### config.mk
export PLATFORM = sky130hd
export DESIGN_NAME = hhf_ctrl
export DESIGN_NICKNAME = d
export VERILOG_FILES = /design/src/hhf_pkg.sv /design/src/hhf_ctrl.sv
export SDC_FILE = /design/constraint.sdc
export NUM_CORES = 1
export LEC_CHECK = 0
export ABC_AREA = 1
export BUFFER_PORTS_ARGS = -buffer_cell sky130_fd_sc_hd__buf_2
export CAP_MARGIN = 20
export CORE_AREA = 2 2 39 41
export CTS_BUF_LIST = sky130_fd_sc_hd__clkbuf_4 sky130_fd_sc_hd__clkbuf_8
export CTS_CLUSTER_DIAMETER = 40
export DETAILED_ROUTE_END_ITERATION = 12
export DIE_AREA = 0 0 41 43
export SLEW_MARGIN = 20
export SYNTH_ARGS = -nofsm -noshare
export SYNTH_HDL_FRONTEND = slang
export SYNTH_SLANG_ARGS = --single-unit
### constraint.sdc
create_clock -name clk -period 1.15 [get_ports clk]
set_input_delay 0.0575 -clock clk [delete_from_list [all_inputs] [get_ports clk]]
set_output_delay 0.0575 -clock clk [all_outputs]
set_load 0.005 [all_outputs]
### src/hhf_pkg.sv
`default_nettype none
package hhf_pkg;

	localparam int unsigned MaxWidth  = 256;
	localparam int unsigned MaxHeight = 256;
	localparam int unsigned PixelBits = 32;
	localparam int unsigned Depth     = MaxWidth * MaxHeight;
	localparam int unsigned AddrBits  = $clog2(Depth);
	localparam int unsigned ColBits   = $clog2(MaxWidth);
	localparam int unsigned RowBits   = $clog2(MaxHeight);
	localparam int unsigned DimBits   = 9;
	localparam int unsigned StepBits  = 16;
	localparam int unsigned IterBits  = 16;
	localparam int unsigned CfgBits   = 16;
	localparam int unsigned LapBits   = PixelBits + 3;
	localparam int unsigned ProdBits  = LapBits + StepBits + 1;
	localparam int unsigned ChgBits   = 31;
	localparam int unsigned MemBits   = PixelBits + 1;

	typedef logic [1:0] cmd_t;
	localparam cmd_t CMD_LOAD = 2'd0;
	localparam cmd_t CMD_RUN  = 2'd1;
	localparam cmd_t CMD_READ = 2'd2;

	typedef logic [1:0] cfg_idx_t;
	localparam cfg_idx_t CFG_WIDTH  = 2'd0;
	localparam cfg_idx_t CFG_HEIGHT = 2'd1;
	localparam cfg_idx_t CFG_STEP   = 2'd2;
	localparam cfg_idx_t CFG_ITER   = 2'd3;

	localparam logic KIND_READ = 1'b0;
	localparam logic KIND_RUN  = 1'b1;

	typedef enum logic [2:0] {
		ADDR_IN,
		ADDR_C,
		ADDR_R,
		ADDR_D,
		ADDR_L,
		ADDR_U
	} addr_sel_t;

	typedef struct packed {
		addr_sel_t addr_sel;
		logic      load_we;
		logic      upd_we;
		logic      center_ld;
		logic      acc_add;
		logic      mul_en;
		logic      run_init;
		logic      pass_next;
		logic      pos_step;
		logic      rd_done;
		logic      run_done;
	} ctl_t;

	typedef struct packed {
		logic hole;
		logic last_pix;
		logic last_pass;
		logic no_pass;
	} stat_t;

endpackage
`default_nettype wire

### src/hhf_ctrl.sv
`default_nettype none
module hhf_ctrl (
	input  wire logic           clk,
	input  wire logic           arst_n,
	input  wire logic           start,
	input  wire hhf_pkg::cmd_t  cmd,
	input  wire hhf_pkg::stat_t stat,
	output hhf_pkg::ctl_t       ctl,
	output logic                busy
);
	import hhf_pkg::*;

	typedef enum logic [3:0] {
		S_IDLE, S_READ, S_CISSUE, S_CWAIT, S_NR, S_ND, S_NL, S_NU, S_MUL, S_UPD, S_FIN
	} state_t;

	state_t state_q, state_d;

	always_comb begin
		ctl      = '0;
		ctl.addr_sel = ADDR_C;
		state_d  = state_q;
		unique case (state_q)
			S_IDLE: begin
				ctl.addr_sel = ADDR_IN;
				if (start) begin
					unique case (cmd)
						CMD_LOAD: ctl.load_we = 1'b1;
						CMD_RUN: begin
							ctl.run_init = 1'b1;
							state_d = stat.no_pass ? S_FIN : S_CISSUE;
						end
						CMD_READ: state_d = S_READ;
						default: ;
					endcase
				end
			end
			S_READ: begin
				ctl.rd_done = 1'b1;
				state_d = S_IDLE;
			end
			S_CISSUE: state_d = S_CWAIT;
			S_CWAIT: begin
				ctl.center_ld = 1'b1;
				ctl.addr_sel  = ADDR_R;
				if (stat.hole) begin
					state_d = S_NR;
				end else if (stat.last_pix) begin
					ctl.pass_next = !stat.last_pass;
					state_d = stat.last_pass ? S_FIN : S_CISSUE;
				end else begin
					ctl.pos_step = 1'b1;
					state_d = S_CISSUE;
				end
			end
			S_NR: begin
				ctl.acc_add  = 1'b1;
				ctl.addr_sel = ADDR_D;
				state_d = S_ND;
			end
			S_ND: begin
				ctl.acc_add  = 1'b1;
				ctl.addr_sel = ADDR_L;
				state_d = S_NL;
			end
			S_NL: begin
				ctl.acc_add  = 1'b1;
				ctl.addr_sel = ADDR_U;
				state_d = S_NU;
			end
			S_NU: begin
				ctl.acc_add = 1'b1;
				state_d = S_MUL;
			end
			S_MUL: begin
				ctl.mul_en = 1'b1;
				state_d = S_UPD;
			end
			S_UPD: begin
				ctl.upd_we = 1'b1;
				if (stat.last_pix) begin
					ctl.pass_next = !stat.last_pass;
					state_d = stat.last_pass ? S_FIN : S_CISSUE;
				end else begin
					ctl.pos_step = 1'b1;
					state_d = S_CISSUE;
				end
			end
			S_FIN: begin
				ctl.run_done = 1'b1;
				state_d = S_IDLE;
			end
			default: state_d = S_IDLE;
		endcase
	end

	always_ff @(posedge clk or negedge arst_n) begin
		if (!arst_n) begin
			state_q <= S_IDLE;
		end else begin
			state_q <= state_d;
		end
	end

	assign busy = state_q != S_IDLE;
endmodule
`default_nettype wire

==> flow_metrics.py, run 1 <==
metrics = {
    "die": {
        "die_width_um": 41,
        "die_area_mm2": 0.00176,
        "design.core.area_mm2": 0.00138,
        "start_util_pct": 28.0,
        "die_y_um": 43,
        "io_pins": 23,
        "rows": 14,
    },
    "place": {
        "dp_slack_ns": -0.0674,
        "place.gp.congestion": 0.735,
        "hpwl_um": 821,
        "dp.cells": 105,
        "io_buffers": 22,
    },
    "global_route": {
        "grt-ovfl-total": 0,
        "grt_first_pass_wirelength_mm": 1.67,
        "grt_start_max_net_pins": 8,
        "grt_use_met3_pct": 1.57,
        "grt_busiest_layer": "met2",
        "use_met1_pct": 16.2,
        "grtUsageMet2_pct": 22.2,
        "track_usage_pct": 14.0,
        "antenna_found_initial": 0,
        "grt_pass1_vias": 456,
    },
    "yosys": {
        "synth_compound_area_share_pct": 8.39,
        "synth_nets": 76,
        "syn_avg_cell_area_um2": 5.79,
        "synth_top_family_by_area": "simple AND/OR/NAND/NOR gates",
        "synth_cells": 67,
        "yosys.area_share.simple_pct": 52.3,
        "syn_area_um2": 388,
        "seq_area_frac_synth_pct": 25.8,
        "yosysWarningCount": 0,
        "synth_mux_area_share_pct": 0,
        "synth_xor_xnor_area_share_pct": 0,
        "synth_cell_types": 14,
        "synth-adder-area-share_pct": 0,
        "synth_seq_cells": 4,
    },
    "drt": {
        "viasPerCell": 4.66,
        "wl_per_cell_um": 10.0,
        "drtAntennaViolNets": 0,
        "wl_mm": 1.14,
        "drtPass1Iterations": 4,
        "drtIter0Drc": 13,
        "drc": 0,
        "vias": 531,
    },
    "run_status": {
        "violations": "setup timing",
        "status": "complete, but fails checks",
    },
    "cts": {
        "clock_sinks": 4,
        "root_buffer": "clkbuf_4",
        "clockBufferDepth": 2,
        "path_clk_slew_ns": 0.04,
        "htreeDepth": 1,
        "cts_inserted_buffers": 3,
        "clock_latency_ns": 0.23,
        "cts_tree": "built",
    },
    "setup_path": {
        "r2r-start": "state_q[2]$_DFFE_PN0P_",
        "critPathMaxFanout": 5,
        "cp.arrival_ns": 1.31,
        "path_buf_inv": 1,
        "cp-start-kind": "flip-flop",
        "cpPeakStageDelay_ns": 0.45,
        "crit_type": "reg -> out",
        "critPathLaunch": "state_q[2]$_DFFE_PN0P_",
        "rrSetupSlack_ns": -0.02,
        "end_kind": "primary output",
        "cpMaxStageDelayCell": "dfrtp_2",
        "critPathTopFamily": "simple AND/OR/NAND/NOR gates",
        "cp_cell_sequence": "nor2_4 > nand3_2 > nand2_2 > nand2_1 > nor2_1 > buf_2",
        "cp.required_ns": 1.09,
    },
    "power": {
        "total_power_mw": 1.70,
        "power.leakage_nw": 0.402,
        "power_density_mw_per_mm2": 2540,
        "ir_drop_mv": 1.02,
    },
    "finish": {
        "area_delta_synth_final_pct": 72.6,
        "nets": 109,
        "drive_gt1_share_pct": 58.2,
        "largest_reg_flops": 4,
        "largestRegisters": "state_q: 4 flops",
        "stdcell_count": 114,
        "top_register": "state_q",
        "final_core_util_pct": 48.4,
        "num_antenna_cells": 0,
    },
    "sta": {
        "timing.fmax_mhz": 729,
        "fin_worst_skew_ns": 0.00267,
        "rsz0062_at_grt": "true",
        "timing.hold.ws_ns": 0.127,
        "finalCriticalPeriod_ns": 1.37,
        "finalSetupViolCount": 16,
        "slew_violations": 0,
        "max_slew.worst_pin.slew_ns": 0.229,
        "fin_ws_ns": -0.222,
        "relSlewSlack_pct": 84.6,
        "finalHoldViolCount": 0,
        "finalCritPeriodShare_pct": 119,
    },
    "worst_hold_path": {
        "min_path_type": "in -> reg",
        "hp-start": "start",
    },
    "flow_run": {
        "drv_cap": 0,
    },
}
## where the power goes
group	switching [mW]	internal (mW)
logic	0.634	0.531
registers	0.140	0.218
clock network	0.0577	0.117
total	0.831	0.866
## repair_timing
item | in CTS | in global routing
pin swaps | 6 | 3
endpoints found under the hold margin | 4 | 0
buffers inserted | 1 | 4
resized for setup | 12 | 14
hold buffers | 1 | 0
cloned | 0 | 0
setup endpoints to repair | 16 | 16
## logic make-up (layout without fill, tap and decap cells)
family,count (synthesis),in the layout
DFF,4,4
and+or+nand+nor,44,44
AOI/OAI and AO/OA,5,5
buffers and inverters,14,45
## cells in the final DEF, fill, tap and decap left out
| master | n |
|---|---|
| a21oi_1 | 1 |
| buf_4 | 4 |
| nand2_2 | 5 |
| a21oi_2 | 2 |
| inv_4 | 1 |
| nand3_2 | 2 |
| nor4_2 | 1 |
| nand2_4 | 2 |
| o21ai_0 | 1 |
| inv_1 | 10 |
| nand3_1 | 5 |
| o21ai_1 | 1 |
| dfrtp_2 | 4 |
| nor2_2 | 2 |
| nor2_4 | 4 |
| nor3_2 | 1 |
| buf_2 | 21 |
| nor4_1 | 2 |
| inv_2 | 3 |
| clkbuf_4 | 3 |
| nand2_1 | 13 |
| nor2_1 | 7 |
| dlygate4sd3_1 | 1 |
| buf_6 | 2 |
## cell usage after synthesis
cell type / count / share of area [%]
nor2_4: 1 / 2.9
nand3_1: 7 / 9.0
nor3_1: 1 / 1.3
nor2_2: 2 / 3.2
inv_1: 12 / 12
o21ai_0: 2 / 2.6
inv_2: 2 / 1.9
dfrtp_1: 4 / 26
a21oi_1: 1 / 1.3
a21oi_2: 2 / 4.5
nor4_1: 3 / 4.8
nand2_2: 3 / 4.8
nand2_1: 17 / 16
nor2_1: 10 / 9.7
## path summary, 6_finish.rpt
check / end / cells past startpoint
hold reg to reg: state_q[2]$_DFFE_PN0P_ / 3
setup / recovery: ctl[3] / 6
min in group asynchronous: state_q[3]$_DFFE_PN0P_ / 2
hold / removal: state_q[3]$_DFFE_PN0P_ / 3
max in group asynchronous: state_q[2]$_DFFE_PN0P_ / 2
setup reg to reg: state_q[3]$_DFFE_PN0P_ / 6
## final cells by class
class                      instances  area [um2]
clock buffer                       3        22.5
fill                             144         714
inverter                          14        55.1
multi-input combinational         49         299
sequential                         4         105
tap                               16        20.0
timing repair buffer              28         168
## through the flow
| stage | setup TNS, ns | cell area, um2 |
|---|---|---|
| after CTS | -1.31 | 588 |
| after global placement | -0.0415 | 518 |
| after global routing | -2.88 | 669 |
| after detailed placement | -0.131 | 518 |
| after floorplan | 0 | 388 |
| final | -1.55 | 669 |
## worst register-to-register path: stages, from the launching register on
cell	delay [ns]
dfrtp_2	0.45
nor2_4	0.20
nand3_2	0.11
nand2_2	0.08
buf_4	0.11
nand2_2	0.04
a21oi_2	0.10
## layer usage
layer,vias to the layer above,wire [um]
li1,272,-
met1,246,494
met2,13,602
met3,0,42
met4,0,0
met5,-,0
Note: power is estimated with default switching activity, not from simulation.
==> run 2: changes to the inputs <==
Settings changed: ABC_AREA 1 to default, CORE_AREA 2 2 39 41 to 2 2 42 44, DIE_AREA 0 0 41 43 to 0 0 44 46, GPL_TIMING_DRIVEN from default to 0, PLACE_DENSITY from default to 0.56.
==> run 2 against run 1 <==
Effect of this change:
- the flow still finishes with violations (setup timing)
- critical path depth is the same
- worst setup slack lost 0.14 ns
- sequential share of layout area shrank 4.7 points
- via count grew 17%
- count of clock-buffer cells in the layout is the same
- clock skew is essentially flat
- flip-flop and latch count is the same
- sequential power shrank 18%
- synthesized cell count shrank 10%
==> flow_metrics.py, run 2 <==
metrics = {
    "yosys": {
        "syn_area_um2": 438,
        "synth_ff_type": "dfrtp_1",
        "yosysWarningCount": 0,
        "synth_top_area_share_pct": 22.9,
        "synth-edff-count": 0,
        "seq_area_frac_synth_pct": 22.9,
        "syn_avg_cell_area_um2": 7.30,
        "yosysMostFrequentCell": "nor2_1",
        "ys_async_sr_fraction_pct": 100,
        "synth_cell_types": 27,
        "synth_seq_cells": 4,
        "synth.largest_area_cell": "dfrtp_1",
        "synth_cells": 60,
        "synthTopCellsByArea": "dfrtp_1 (23%), nor2_1 (8.6%), nand2b_1 (5.7%)",
        "synth_common_cells": "nor2_1 (10), nand2_1 (6), dfrtp_1 (4), nand2b_1 (4), o21ai_0 (4)",
        "synth_nets": 69,
    },
    "sta": {
        "max_slew.worst_pin.slew_ns": 0.354,
        "finalSetupViolCount": 18,
        "relSlewSlack_pct": 76.2,
        "timing.hold.ws_ns": 0.134,
        "finalHoldViolCount": 0,
        "fin_worst_skew_ns": 0.00293,
        "fin_ws_ns": -0.362,
        "finalCritPeriodShare_pct": 132,
        "timing.fmax_mhz": 661,
        "rsz0062_at_grt": "true",
        "slew_violations": 0,
        "finalCriticalPeriod_ns": 1.51,
    },
    "drt": {
        "viasPerCell": 5.07,
        "met1_length_um": 746,
        "drtAntennaViolNets": 0,
        "wl_per_cell_um": 15.0,
        "wl_mm": 1.85,
        "wl_met2_um": 998,
        "drtIter0Drc": 30,
        "wl_met3_um": 73,
        "dr.max_layer_used": "met4",
        "vias": 623,
        "drtPass1Iterations": 4,
        "drc": 0,
    },
    "setup_path": {
        "cp-start-kind": "flip-flop",
        "rr_worst_depth": 5,
        "r2r-start": "state_q[2]$_DFFE_PN0P_",
        "r2r-end": "state_q[1]$_DFFE_PN0P_",
        "cp.arrival_ns": 1.45,
        "cp.required_ns": 1.09,
        "critPathMaxFanout": 7,
        "end_kind": "primary output",
        "crit_type": "reg -> out",
        "rrSetupSlack_ns": -0.30,
    },
    "global_route": {
        "grt-ovfl-total": 0,
        "grt_start_max_net_pins": 11,
        "track_usage_pct": 13.7,
        "grt_pass1_vias": 518,
        "antenna_found_initial": 0,
        "grt_first_pass_wirelength_mm": 2.06,
    },
    "power": {
        "p_int_mw": 1.57,
        "swShare_pct": 43.3,
        "p_comb_share_pct": 83.3,
        "pwr-share-seq_pct": 10.6,
        "net-switching-power_mw": 1.20,
        "p_clk_share_pct": 6.1,
        "total_power_mw": 2.77,
        "power_density_mw_per_mm2": 3010,
        "ir_drop_mv": 0.886,
        "power.leakage_nw": 0.462,
    },
    "place": {
        "dp_slack_ns": -0.132,
        "io_buffers": 22,
        "dp.cells": 99,
        "place.gp.congestion": 0.763,
        "hpwl_um": 886,
    },
    "worst_hold_path": {
        "holdPathEnd": "state_q[3]$_DFFE_PN0P_",
        "hp-start": "stat[2]",
        "min_path_type": "in -> reg",
        "holdPathStages": 3,
    },
    "finish": {
        "fillers": 147,
        "final_common_cell": "buf_2",
        "largest_reg_flops": 4,
        "stdcell_count": 123,
        "drive_gt1_share_pct": 70.8,
        "nets": 117,
        "largestRegisters": "state_q: 4 flops",
        "area_delta_synth_final_pct": 110,
        "final_cell_mix": "buf_2 (21), buf_4 (13), buf_6 (12)",
        "top_register": "state_q",
        "num_antenna_cells": 0,
    },
    "die": {
        "rows": 15,
        "start_util_pct": 27.1,
        "io_pins": 23,
        "die_area_mm2": 0.00202,
        "design.core.area_mm2": 0.00161,
        "die_y_um": 46,
        "die_width_um": 44,
    },
    "cts": {
        "cts_tree": "built",
        "clock_sinks": 4,
        "htreeDepth": 1,
        "root_buffer": "clkbuf_4",
        "cts_inserted_buffers": 3,
        "clockBufferDepth": 2,
        "path_clk_slew_ns": 0.04,
        "clock_latency_ns": 0.23,
    },
    "run_status": {
        "violations": "setup timing",
        "status": "complete, but fails checks",
    },
    "flow_run": {
        "drv_cap": 0,
    },
}
-- run 2: changes by cell type after synthesis, moves of 3 or more --
| cell | previous run | this run |
|---|---|---|
| nand2_2 | 3 | 0 |
| nand2_1 | 17 | 6 |
| nand2b_1 | 0 | 4 |
| inv_1 | 12 | 3 |
| nand3_1 | 7 | 0 |
-- run 2: how the worst max path moves through the flow --
stage | endpoint | startpoint | cells past startpoint
2_1_floorplan | state_q[1]$_DFFE_PN0P_ | state_q[2]$_DFFE_PN0P_ | 4
3_3_place_gp | state_q[1]$_DFFE_PN0P_ | state_q[2]$_DFFE_PN0P_ | 3
3_5_place_dp | state_q[1]$_DFFE_PN0P_ | state_q[2]$_DFFE_PN0P_ | 4
4_1_cts | ctl[3] | state_q[3]$_DFFE_PN0P_ | 6
5_1_grt | ctl[9] | state_q[2]$_DFFE_PN0P_ | 6
6_report | ctl[9] | state_q[0]$_DFFE_PN0P_ | 6
-- run 2: logic make-up (layout without fill, tap and decap cells) --
group	Yosys count	in the layout	share of synthesized area [%]
simple gates	34	34	41.4
compound gates	12	12	18.0
buf+inv	7	53	11.1
xor+xnor	2	2	4.00
flops	4	4	22.9
mux	1	1	2.57
-- run 2: what timing repair did --
action,in CTS,in global routing
buffers inserted,7,13
hold buffers,1,0
endpoints found under the hold margin,4,0
gates cloned,0,0
gates resized for setup,22,23
endpoints found under the setup margin,17,18
pin swaps,10,10
-- run 2: power groups by stage --
stage	combinational [mW]	sequential, mW	clock (mW)
after detailed placement	1.13	0.290	0
after global routing	2.45	0.297	0.194
after floorplan	0.805	0.269	0
after global placement	1.13	0.292	0
final	2.31	0.293	0.170
after CTS	1.57	0.289	0.179
-- run 2: critical path, cell delays in order (launching register included) --
cell	delay [ns]
dfrtp_1	0.39
buf_6	0.15
nor2_4	0.13
nand2_2	0.09
buf_4	0.14
nor4_2	0.16
buf_2	0.16
-- run 2: per-layer routing --
metal | vias up | track usage, %
met5 | - | 0
met4 | 0 | 8.48
met3 | 4 | 1.59
met2 | 19 | 25.0
met1 | 296 | 15.0
li1 | 304 | -
-- run 2: through the flow --
step | util, % | area (um2) | setup TNS (ns)
6_report | 57.0 | 920 | -3.80
3_3_place_gp | 35.3 | 569 | -0.601
3_5_place_dp | 35.3 | 569 | -0.551
5_1_grt | 57.0 | 920 | -4.69
2_1_floorplan | - | 438 | -0.00398
4_1_cts | 45.6 | 736 | -2.61
-- run 2: area by class of cell --
class	count	area, um2	area share (%)
well taps	17	21.3	2.31
flip-flops and latches	4	101	11.0
repair buffers	43	303	32.9
plain buffers	4	45.0	4.90
clock buffers	3	22.5	2.45
inverters	3	11.3	1.22
multi-input cells	49	415	45.2
